===== config.mk =====
export PLATFORM = sky130hd
export DESIGN_NAME = deadline_slot_scheduler_unit
export DESIGN_NICKNAME = d
export VERILOG_FILES = /design/src/rtl/dss_pkg.sv /design/src/rtl/dss_cell.sv /design/src/rtl/deadline_slot_scheduler_unit.sv
export SDC_FILE = /design/constraint.sdc
export NUM_CORES = 1
export LEC_CHECK = 0
export ABC_CLOCK_PERIOD_IN_PS = 11900
export BUFFER_PORTS_ARGS = -buffer_cell sky130_fd_sc_hd__buf_2
export CORE_ASPECT_RATIO = 0.75
export CORE_MARGIN = 3
export CORE_UTILIZATION = 60
export CTS_CLUSTER_SIZE = 25
export DETAILED_ROUTE_END_ITERATION = 6
export GPL_TIMING_DRIVEN = 0
export PLACE_DENSITY_LB_ADDON = 0.3
export SLEW_MARGIN = 20
export SYNTH_ARGS = -nofsm -noshare
export SYNTH_HDL_FRONTEND = slang
export SYNTH_SLANG_ARGS = --single-unit

===== constraint.sdc =====
create_clock -name clk -period 11.9 [get_ports clk]
set_clock_uncertainty 0.1 [all_clocks]
set_input_delay 2.38 -clock clk [delete_from_list [all_inputs] [get_ports clk]]
set_output_delay 2.38 -clock clk [all_outputs]
set_load 0.05 [all_outputs]

===== src/rtl/dss_pkg.sv =====
// Shared constants and types for the deadline slot scheduler.
// No dependencies; imported by dss_cell and deadline_slot_scheduler_unit.
package dss_pkg;

    // Slot table size and how it splits into cells of eight slots
    localparam int SLOT_COUNT = 64;
    localparam int CELL_W     = 8;
    localparam int LOCAL_W    = 3;
    localparam int CELL_COUNT = (SLOT_COUNT + CELL_W - 1) / CELL_W;
    localparam int CELL_IDX_W = (CELL_COUNT > 1) ? $clog2(CELL_COUNT) : 1;
    localparam int SLOT_W     = CELL_IDX_W + LOCAL_W;
    localparam int LIM_W      = SLOT_W + 1;

    // Word field widths
    localparam int ID_W     = 16;
    localparam int DL_W     = 16;
    localparam int PROFIT_W = 32;
    localparam int TOTAL_W  = 48;
    localparam int OUT_SLOT_W = 6;

    // Search wave handed from cell to cell
    typedef struct packed {
        logic              valid;
        logic              found;
        logic [SLOT_W-1:0] slot;
    } wave_t;

endpackage


===== src/rtl/dss_cell.sv =====
// One cell of the slot row: holds eight busy bits and claims the latest
// eligible free slot as the search wave passes. Depends on dss_pkg.
module dss_cell (
    input  logic                            clk,
    input  logic                            rst_n,
    input  logic [dss_pkg::CELL_IDX_W-1:0]  cell_idx,
    input  logic                            clear,
    input  logic [dss_pkg::LIM_W-1:0]       lim,
    input  dss_pkg::wave_t                  wave_in,
    output dss_pkg::wave_t                  wave_out
);
    import dss_pkg::*;

    logic [CELL_W-1:0]  busy_reg;
    logic [CELL_W-1:0]  busy_next;
    logic [CELL_W-1:0]  eligible;
    logic               hit;
    logic [LOCAL_W-1:0] sel;
    logic               claim;
    wave_t              wave_reg;
    wave_t              wave_next;

    // Eligible: free and below the clipped deadline
    always_comb
    begin
        for (int i = 0; i < CELL_W; i++)
        begin
            eligible[i] = !busy_reg[i] &&
                ({1'b0, cell_idx, LOCAL_W'(i)} < lim);
        end
    end

    // Highest eligible slot in this cell
    always_comb
    begin
        hit = 1'b0;
        sel = '0;
        for (int i = 0; i < CELL_W; i++)
        begin
            if (eligible[i])
            begin
                hit = 1'b1;
                sel = LOCAL_W'(i);
            end
        end
    end

    assign claim = wave_in.valid && !wave_in.found && hit;

    // Busy bits and outgoing wave
    always_comb
    begin
        busy_next = busy_reg;
        if (clear)
        begin
            busy_next = '0;
        end
        else if (claim)
        begin
            busy_next[sel] = 1'b1;
        end
        wave_next = wave_in;
        if (claim)
        begin
            wave_next.found = 1'b1;
            wave_next.slot  = {cell_idx, sel};
        end
    end

    always_ff @(posedge clk or negedge rst_n)
    begin
        if (!rst_n)
        begin
            busy_reg       <= '0;
            wave_reg.valid <= 1'b0;
            wave_reg.found <= 1'b0;
            wave_reg.slot  <= '0;
        end
        else
        begin
            busy_reg <= busy_next;
            wave_reg <= wave_next;
        end
    end

    assign wave_out = wave_reg;

endmodule


===== src/rtl/deadline_slot_scheduler_unit.sv =====
// Top level of the deadline slot scheduler: job sequencer, row of slot
// cells and result register. Depends on dss_pkg and dss_cell.
//
// Usage: jobs come in on in_valid/in_ready, sorted by falling profit; each
// input word yields exactly one result word on out_valid/out_ready. A word
// with start_set high clears every slot and the running total first.
// An accepted job launches a search wave that walks the cell row,
// one cell of eight slots per cycle, from the highest slots down; the first
// cell holding a free slot below the clipped deadline claims its highest
// one. The wave passes the launch register, then each cell, then the park
// register, and the result is loaded into the output register from there.
// One job is in flight at a time, so a new job is taken only after the
// result of the last one has moved into the output register.
// in_ready is high whenever no job is in flight, also while a result waits
// to be taken. If the receiver stalls, the finished search is parked and
// in_ready stays low until the waiting result is taken and the parked one
// moves into the output register. Reset frees all slots, zeroes the total
// and empties the pipeline.
module deadline_slot_scheduler_unit (
    input  logic                           clk,
    input  logic                           rst_n,
    input  logic                           in_valid,
    output logic                           in_ready,
    input  logic                           start_set,
    input  logic [dss_pkg::ID_W-1:0]       job_id,
    input  logic [dss_pkg::DL_W-1:0]       deadline,
    input  logic [dss_pkg::PROFIT_W-1:0]   profit,
    output logic                           out_valid,
    input  logic                           out_ready,
    output logic [dss_pkg::ID_W-1:0]       out_job_id,
    output logic [dss_pkg::DL_W-1:0]       out_deadline,
    output logic [dss_pkg::PROFIT_W-1:0]   out_profit,
    output logic                           placed,
    output logic [dss_pkg::OUT_SLOT_W-1:0] slot_index,
    output logic [dss_pkg::TOTAL_W-1:0]    total_profit
);
    import dss_pkg::*;

    logic                  in_accept;
    logic                  load;
    logic                  busy_reg;
    logic                  pend_valid_reg;
    logic                  pend_found_reg;
    logic [SLOT_W-1:0]     pend_slot_reg;
    logic [ID_W-1:0]       id_reg;
    logic [DL_W-1:0]       dl_reg;
    logic [PROFIT_W-1:0]   profit_reg;
    logic [LIM_W-1:0]      lim_reg;
    logic [LIM_W-1:0]      lim_next;
    logic [TOTAL_W-1:0]    total_reg;
    logic [TOTAL_W-1:0]    total_next;
    logic [TOTAL_W:0]      sum;
    logic [SLOT_W+OUT_SLOT_W-1:0] slot_wide;
    logic                  out_valid_reg;
    logic [ID_W-1:0]       out_id_reg;
    logic [DL_W-1:0]       out_dl_reg;
    logic [PROFIT_W-1:0]   out_profit_reg;
    logic                  out_placed_reg;
    logic [OUT_SLOT_W-1:0] out_slot_reg;
    logic [TOTAL_W-1:0]    out_total_reg;
    logic                  clear;
    wave_t                 launch_reg;
    wave_t                 chain [CELL_COUNT+1];
    logic [CELL_COUNT:0]   wave_vld;

    assign in_ready  = !busy_reg;
    assign in_accept = in_valid && !busy_reg;
    assign load      = pend_valid_reg && (!out_valid_reg || out_ready);
    assign clear     = in_accept && start_set;

    // Clip deadline to the slot count
    always_comb
    begin
        if (deadline > DL_W'(SLOT_COUNT))
        begin
            lim_next = LIM_W'(SLOT_COUNT);
        end
        else
        begin
            lim_next = deadline[LIM_W-1:0];
        end
    end

    // Saturating running total
    assign sum = {1'b0, total_reg} + {{(TOTAL_W+1-PROFIT_W){1'b0}}, profit_reg};
    always_comb
    begin
        total_next = total_reg;
        if (pend_found_reg)
        begin
            total_next = sum[TOTAL_W] ? {TOTAL_W{1'b1}} : sum[TOTAL_W-1:0];
        end
    end

    assign slot_wide = {{OUT_SLOT_W{1'b0}}, pend_slot_reg};

    // Job registers, loaded at accept
    always_ff @(posedge clk)
    begin
        if (in_accept)
        begin
            id_reg     <= job_id;
            dl_reg     <= deadline;
            profit_reg <= profit;
            lim_reg    <= lim_next;
        end
    end

    // Sequencer: launch, park the finished search, hand to the output
    always_ff @(posedge clk or negedge rst_n)
    begin
        if (!rst_n)
        begin
            busy_reg         <= 1'b0;
            pend_valid_reg   <= 1'b0;
            pend_found_reg   <= 1'b0;
            pend_slot_reg    <= '0;
            total_reg        <= '0;
            launch_reg.valid <= 1'b0;
            launch_reg.found <= 1'b0;
            launch_reg.slot  <= '0;
            out_valid_reg    <= 1'b0;
        end
        else
        begin
            launch_reg.valid <= in_accept;
            launch_reg.found <= 1'b0;
            launch_reg.slot  <= '0;
            if (in_accept)
            begin
                busy_reg <= 1'b1;
                if (start_set)
                begin
                    total_reg <= '0;
                end
            end
            if (chain[0].valid)
            begin
                pend_valid_reg <= 1'b1;
                pend_found_reg <= chain[0].found;
                pend_slot_reg  <= chain[0].slot;
            end
            if (load)
            begin
                pend_valid_reg <= 1'b0;
                busy_reg       <= 1'b0;
                total_reg      <= total_next;
                out_valid_reg  <= 1'b1;
            end
            else if (out_ready)
            begin
                out_valid_reg <= 1'b0;
            end
        end
    end

    // Output word register
    always_ff @(posedge clk)
    begin
        if (load)
        begin
            out_id_reg     <= id_reg;
            out_dl_reg     <= dl_reg;
            out_profit_reg <= profit_reg;
            out_placed_reg <= pend_found_reg;
            out_slot_reg   <= pend_found_reg ? slot_wide[OUT_SLOT_W-1:0] : '0;
            out_total_reg  <= total_next;
        end
    end

    // Row of slot cells, wave runs from the top cell to cell 0
    assign chain[CELL_COUNT] = launch_reg;

    for (genvar k = 0; k < CELL_COUNT; k++)
    begin : g_cell
        dss_cell u_cell (
            .clk      (clk),
            .rst_n    (rst_n),
            .cell_idx (CELL_IDX_W'(k)),
            .clear    (clear),
            .lim      (lim_reg),
            .wave_in  (chain[k+1]),
            .wave_out (chain[k])
        );
    end

    always_comb
    begin
        for (int k = 0; k <= CELL_COUNT; k++)
        begin
            wave_vld[k] = chain[k].valid;
        end
    end

    assign out_valid    = out_valid_reg;
    assign out_job_id   = out_id_reg;
    assign out_deadline = out_dl_reg;
    assign out_profit   = out_profit_reg;
    assign placed       = out_placed_reg;
    assign slot_index   = out_slot_reg;
    assign total_profit = out_total_reg;

    // At most one search wave in the row
    a_one_wave: assert property (@(posedge clk) disable iff (!rst_n)
        $onehot0(wave_vld))
        else $error("more than one search wave in flight");

    // A wave only runs while a job is in flight and nothing is parked
    a_wave_busy: assert property (@(posedge clk) disable iff (!rst_n)
        wave_vld != '0 |-> busy_reg && !pend_valid_reg)
        else $error("search wave without a job in flight");

    // A found slot lies below the clipped deadline
    a_slot_in_range: assert property (@(posedge clk) disable iff (!rst_n)
        pend_valid_reg && pend_found_reg |-> {1'b0, pend_slot_reg} < lim_reg)
        else $error("claimed slot beyond deadline");

    // Loading the output frees the sequencer and shows a word
    a_load: assert property (@(posedge clk) disable iff (!rst_n)
        load |=> out_valid_reg && !busy_reg)
        else $error("result load did not complete");

endmodule

==> summary.txt, run 1 <==
Run status
  • Run status: complete, no violations

STA
  • Post-layout min period: 4.76 ns
  • Hold Vio Cnt, Final: 0
  • Setup ws final: 7.14 ns
  • Fmax achieved: 210 MHz
  • Fin. max-slew vios: 0
  • Crit share post-route: 40.0%
  • Fin Setup TNS: 0 ns
  • RSZ-0062 raised after global routing: false
  • Final setup violation count: 0
  • Worst Tran Pin Value: 0.841 ns
  • Max transition margin: 43.8%

Critical path
  • Critical path launch point type: primary input
  • Max Fanout on Critical Path: 37
  • Worst reg2reg path depth: 10
  • Family with the most delay on the worst path: buffers and inverters
  • CP Buf/Inv Count: 6
  • CP endpoint kind: flip-flop
  • Critical path class: in -> reg
  • CP max stage cell: buf_2
  • Crit path arrival time: 4.88 ns
  • CP cell instances: buf_2 -> nand2b_1 -> nand2_1 -> inv_1 -> clkbuf_1 -> buf_2 -> buf_12 -> buf_12
  • Worst R2R Start: profit_reg[0]$_DFFE_PP_
  • Number of cells on the critical path: 8
  • Reg2reg setup slack: 7.87 ns
  • Data required, critical path: 12.01 ns
  • Critical R2R Capture: total_profit[45]$_DFFE_PP_
  • Critical Path Max Stage Delay: 0.70 ns

Min path
  • HP Class: reg -> reg
  • Hold_sp: g_cell[1].u_cell.wave_out[7]$_DFF_PN0_
  • Worst Hold Endpoint: g_cell[0].u_cell.wave_out[7]$_DFF_PN0_
  • Hold Path Cell Cnt: 0

Clock tree
  • CTS tree: yes
  • Clock Root Buffer: clkbuf_16
  • Latest clock arrival within the worst-skew pair: 0.53 ns
  • Clock buffer depth: 3
  • Clock sink count: 370
  • Post-CTS resize count: 0
  • Clk slew on worst S/H paths: 0.06 ns
  • Setup bufs post-CTS: 0
  • Cts hold-fix bufs: 0
  • Cts bufs inserted: 36
  • H-tree Lvls: 2

Placement
  • Post-Place Worst Slack: 6.65 ns
  • Hpwl dp: 30500 um
  • DP Cell Count: 2024
  • Gpl congestion: 0.966
  • PortBufs: 189

Yosys
  • Share of the synthesized area in the top cell type: 33.8%
  • Most used flip-flop cell after synthesis: edfxtp_1
  • Synth top area cells: edfxtp_1 34%, dfrtp_1 27%, a21oi_1 4.4%, nor2_1 4.3%, ha_1 2.4%
  • Synth Area in Compound Gates: 16.7%
  • Leading area contributor after synthesis: edfxtp_1
  • Post-synthesis adder-cell area fraction: 2.49%
  • Net Count, Synth: 1580
  • Post-synthesis sequential area ratio: 60.4%
  • Mapped cell area: 0.0169 mm2
  • Number of synthesized flops with an enable pin: 190
  • Flops & latches, synth: 370
  • Asr flop ratio synth: 48.6%
  • Post-synthesis xor/xnor area fraction: 2.02%
  • Yosys warns: 0
  • Post-synthesis simple-gate area fraction: 14.2%
  • Gate Count Post-Synth: 1478
  • Largest family of logic cells by synthesized area: compound AO/OA/AOI/OAI gates
  • Yosys cell types: 90
  • Post-Syn Area per Cell: 11.4 um2
  • Mux share of post-synthesis cell area: 1.30%

Floorplanning
  • Num ports: 190
  • Rows: 52
  • Die height: 151 um
  • Core box area: 0.0273 mm2
  • Die width: 200 um
  • Starting Density: 61.8%
  • DIE AREA: 0.0302 mm2

Pwr
  • Lkg Pwr: 0.00824 uW
  • VDD IR max: 0.198 mV
  • PwrDens: 285 mW/mm2

GRT
  • Vias in the first global route: 12.5k
  • First-pass GRT wire length: 67500 um
  • Initial antenna violation count: 0
  • Global route overflow: 0
  • Largest net degree at the start of global routing: 95
  • Aggregate global-route resource usage: 28.6%

Routing
  • Total number of vias: 12.8k
  • Antenna-violating nets left: 0
  • Wirelength per Cell: 20.5 um
  • Vias per inst: 6.15
  • WL final: 42800 um
  • DR pass1 iterations: 5
  • Drt drc: 0
  • Initial drt markers: 1519

Finish
  • Nets: 1813
  • Sequential Area: 0.0102 mm2
  • N_diodes: 0
  • Fill cell count: 1902
  • Largest register FFs: 64
  • Final cell utilization of the core: 71.9%
  • Area growth from synthesis to layout: 16.3%
  • Multi-input logic area: 0.00622 mm2
  • Share of cells above drive strength 1: 20.3%
  • Final Instance Count excl. Fillers: 2089

Job
  • Max Cap Viol: 0
[cell usage after synthesis (15+ instances only)]
master / n
a22o_1: 23
nor3_1: 15
a21oi_1: 148
a21o_1: 27
inv_1: 26
ha_1: 32
and2_1: 25
o21a_1: 27
clkbuf_1: 47
o21ai_0: 41
dfrtp_1: 180
nand4_1: 15
edfxtp_1: 190
xor2_1: 18
xnor2_1: 21
nor2b_1: 37
nand3_1: 32
mux2_2: 15
nand2_1: 95
nor2_1: 192
buf_2: 15
a31oi_1: 50
[worst max path at each step]
stage	startpoint	endpoint	slack (ns)
5_1_grt	out_ready	total_profit[25]$_DFFE_PP_	6.94
3_3_place_gp	in_valid	total_reg[29]$_DFFE_PN0P_	1.56
3_5_place_dp	out_ready	out_profit[31]$_DFFE_PP_	6.65
6_report	out_ready	total_profit[26]$_DFFE_PP_	7.14
2_1_floorplan	in_valid	total_reg[29]$_DFFE_PN0P_	4.57
4_1_cts	out_ready	total_profit[26]$_DFFE_PP_	7.20
[through the flow]
stage	hold WS, ns	power (uW)	cell area (um2)
after CTS	0.293	5600	19700
after detailed placement	0.280	4410	18400
final	0.288	5600	19700
after global routing	0.308	5900	19700
after global placement	0.276	4360	18300
after floorplan	0.253	3790	16900
[layer usage]
| layer | vias up | GRT usage (%) | routed length (um) |
|---|---|---|---|
| met2 | 623 | 41.8 | 18300 |
| met3 | 79 | 7.65 | 4200 |
| met5 | - | 0 | 0 |
| met1 | 6263 | 42.6 | 19400 |
| li1 | 5878 | - | - |
| met4 | 0 | 8.23 | 1040 |
[area by class of cell]
type / instances / area share [%]
tap: 351 / 2.23
inverter: 26 / 0.496
clock buffer: 51 / 5.39
timing repair buffer: 195 / 5.51
sequential: 370 / 51.9
buffer: 78 / 1.94
multi-input combinational: 1004 / 31.6
clock inverter: 14 / 0.847
[kinds of logic (layout without fill, tap and decap cells)]
family,count (synthesis),after routing
adder cells (fa/ha/maj),33,33
buffers and inverters,104,364
AND/OR/NAND/NOR,486,486
AO/OA/AOI/OAI,426,426
flip-flops,370,370
multiplexers,20,20
XOR/XNOR,39,39
[worst reg2reg max path: cells and delay by family (launching register included)]
kind | cells | cell delay (ns)
and+or+nand+nor | 2 | 0.31
DFF | 1 | 0.43
buffers and inverters | 1 | 0.44
AOI/OAI and AO/OA | 5 | 1.78
adders and majority gates | 2 | 0.70
[placed cells by master (no fill, tap or decap), types with 10 or more instances in the layout]
master,netlist,routed
o21a_1,27,27
a21oi_2,11,11
nand4_1,15,15
o211ai_1,11,11
nand2b_1,11,11
a211oi_1,11,11
nor2b_1,37,36
and2_1,25,25
edfxtp_1,190,190
o21ai_0,41,41
dfrtp_1,180,180
inv_1,26,26
a21oi_1,148,148
mux2_2,15,15
clkbuf_16,0,38
a31oi_1,50,50
nor2_1,192,192
xor2_1,18,18
buf_4,10,10
nand3_1,32,32
nor3_1,15,15
buf_2,15,204
a21o_1,27,27
o21bai_1,13,13
a22o_1,23,23
ha_1,32,32
or2_2,14,14
xnor2_1,21,21
clkbuf_1,47,54
nand2_1,95,95
[power by group]
part           switching, uW  total (uW)  internal, uW
Clock                    481        1170           690
Sequential               193        2050          1850
Combinational           1660        2380           721
Total                   2340        5600          3260
(Power assumes the default switching activity.)
==> inputs of run 2 (changes only) <==
Settings changed: ABC_CLOCK_PERIOD_IN_PS 11900 to 4800, CORE_UTILIZATION 60 to 59.
Clock period 11.9 ns to 4.8 ns, I/O delays scaled along.
==> summary.txt, run 2 (synthesis results as in run 1) <==
Clock tree
  • CTS tree: yes
  • H-tree Lvls: 2
  • Latest clock arrival within the worst-skew pair: 0.53 ns
  • Cts hold-fix bufs: 0
  • Clock buffer depth: 3
  • Clock Root Buffer: clkbuf_16
  • Cts bufs inserted: 36
  • Clock sink count: 370
  • Clk slew on worst S/H paths: 0.06 ns
  • Setup bufs post-CTS: 0
  • Post-CTS resize count: 0

Floorplanning
  • DIE AREA: 0.0307 mm2
  • Num ports: 190
  • Die height: 153 um
  • Rows: 52
  • Die width: 201 um
  • Core box area: 0.0276 mm2
  • Starting Density: 61.3%

Critical path
  • CP endpoint kind: flip-flop
  • Family with the most delay on the worst path: compound AO/OA/AOI/OAI gates
  • Critical path launch point type: flip-flop
  • Data required, critical path: 4.97 ns
  • Max Fanout on Critical Path: 10
  • CP Buf/Inv Count: 1
  • Critical path class: reg -> reg
  • CP cell instances: ha_1 -> fa_1 -> a211oi_1 -> o211ai_1 -> a211oi_2 -> nor3b_2 -> o21ai_1 -> a31oi_1 -> buf_2 -> nand4_1 -> mux2_2
  • Critical Path Max Stage Delay: 0.44 ns
  • CP max stage cell: fa_1
  • Crit path arrival time: 4.17 ns

Finish
  • Share of cells above drive strength 1: 20.3%
  • Area growth from synthesis to layout: 16.7%
  • Commonest non-fill, non-tap cell in the layout: buf_2
  • Final cell utilization of the core: 71.5%
  • Nets: 1812
  • N_diodes: 0
  • Finished Cell Area: 0.0197 mm2
  • Largest register FFs: 64
  • Most frequent cells in the layout: 203 x buf_2, 192 x nor2_1, 190 x edfxtp_1, 180 x dfrtp_1, 148 x a21oi_1

Routing
  • Wirelength per Cell: 20.0 um
  • DR pass1 iterations: 6
  • Drt drc: 0
  • WL final: 42400 um
  • Antenna-violating nets left: 0
  • Initial drt markers: 1391
  • Total number of vias: 12.9k
  • Vias per inst: 6.11

STA
  • Crit share post-route: 83.4%
  • Post-layout min period: 4.00 ns
  • Fmax achieved: 250 MHz
  • Fin. max-slew vios: 0
  • Final setup violation count: 0
  • Hold Vio Cnt, Final: 0
  • Max transition margin: 46.1%
  • RSZ-0062 raised after global routing: false
  • Worst Tran Pin Value: 0.805 ns

GRT
  • Vias in the first global route: 12.5k
  • First-pass GRT wire length: 67700 um
  • Grt met2 use: 40.1%
  • Met3 GRT Util: 8.33%
  • Initial antenna violation count: 0
  • Aggregate global-route resource usage: 27.3%
  • Largest net degree at the start of global routing: 99
  • Met1 Use GR: 40.3%
  • Busiest grt layer: met1
  • Global route overflow: 0

Pwr
  • Lkg Pwr: 0.00826 uW
  • VDD IR max: 0.485 mV
  • PwrDens: 708 mW/mm2

Placement
  • Area post-placement: 0.0185 mm2
  • PortBufs: 189
  • Gpl congestion: 0.952
  • Hpwl dp: 30100 um

Job
  • Max Cap Viol: 0

Run status
  • Run status: complete, no violations

Min path
  • HP Class: reg -> reg
==> run 2: final cells by class <==
cell class	count	area, um2
Buffer	78	388
Clock buffer	48	1010
Clock inverter	17	246
Fill cell	2015	7870
Inverter	26	97.6
Multi-Input combinational cell	1004	6220
Sequential cell	370	10200
Tap cell	378	473
Timing Repair Buffer	194	1080
==> run 2: layer usage <==
metal  up-vias  part of all wire [%]
met5         -                     0
met4         0                   2.1
met3        82                    11
met2       697                    43
met1      6250                    43
li1       5889                     -
==> run 2: final timing paths <==
path                                                   startpoint  slack, ns                                endpoint  depth (start not counted)
max                                       profit_reg[0]$_DFFE_PP_       0.80              total_profit[36]$_DFFE_PP_                         11
max in group asynchronous                                   rst_n       3.43  g_cell[5].u_cell.wave_out[2]$_DFF_PN0_                          3
min reg2reg                g_cell[1].u_cell.wave_out[7]$_DFF_PN0_       0.29  g_cell[0].u_cell.wave_out[7]$_DFF_PN0_                          0
max reg2reg                               profit_reg[0]$_DFFE_PP_       0.80              total_profit[36]$_DFFE_PP_                         11
min                        g_cell[1].u_cell.wave_out[7]$_DFF_PN0_       0.29  g_cell[0].u_cell.wave_out[7]$_DFF_PN0_                          0
min in group asynchronous                                   rst_n       0.35            pend_slot_reg[5]$_DFFE_PN0P_                          2
==> run 2: power by group <==
group	switching (uW)	internal, uW
Sequential	468	4600
Clock	1190	1810
Combinational	4140	1770
Total	5790	8180
==> run 2: stage by stage <==
stage	total power, uW	setup WS, ns	cells	setup TNS (ns)	hold slack (ns)
6_report	14000	0.798	2115	0	0.295
3_5_place_dp	10900	0.958	2050	0	0.291
3_3_place_gp	10700	-1.58	2045	-177.61	0.276
2_1_floorplan	9370	0.452	1478	0	0.253
5_1_grt	14700	0.627	2115	0	0.317
4_1_cts	13900	0.919	2115	0	0.300
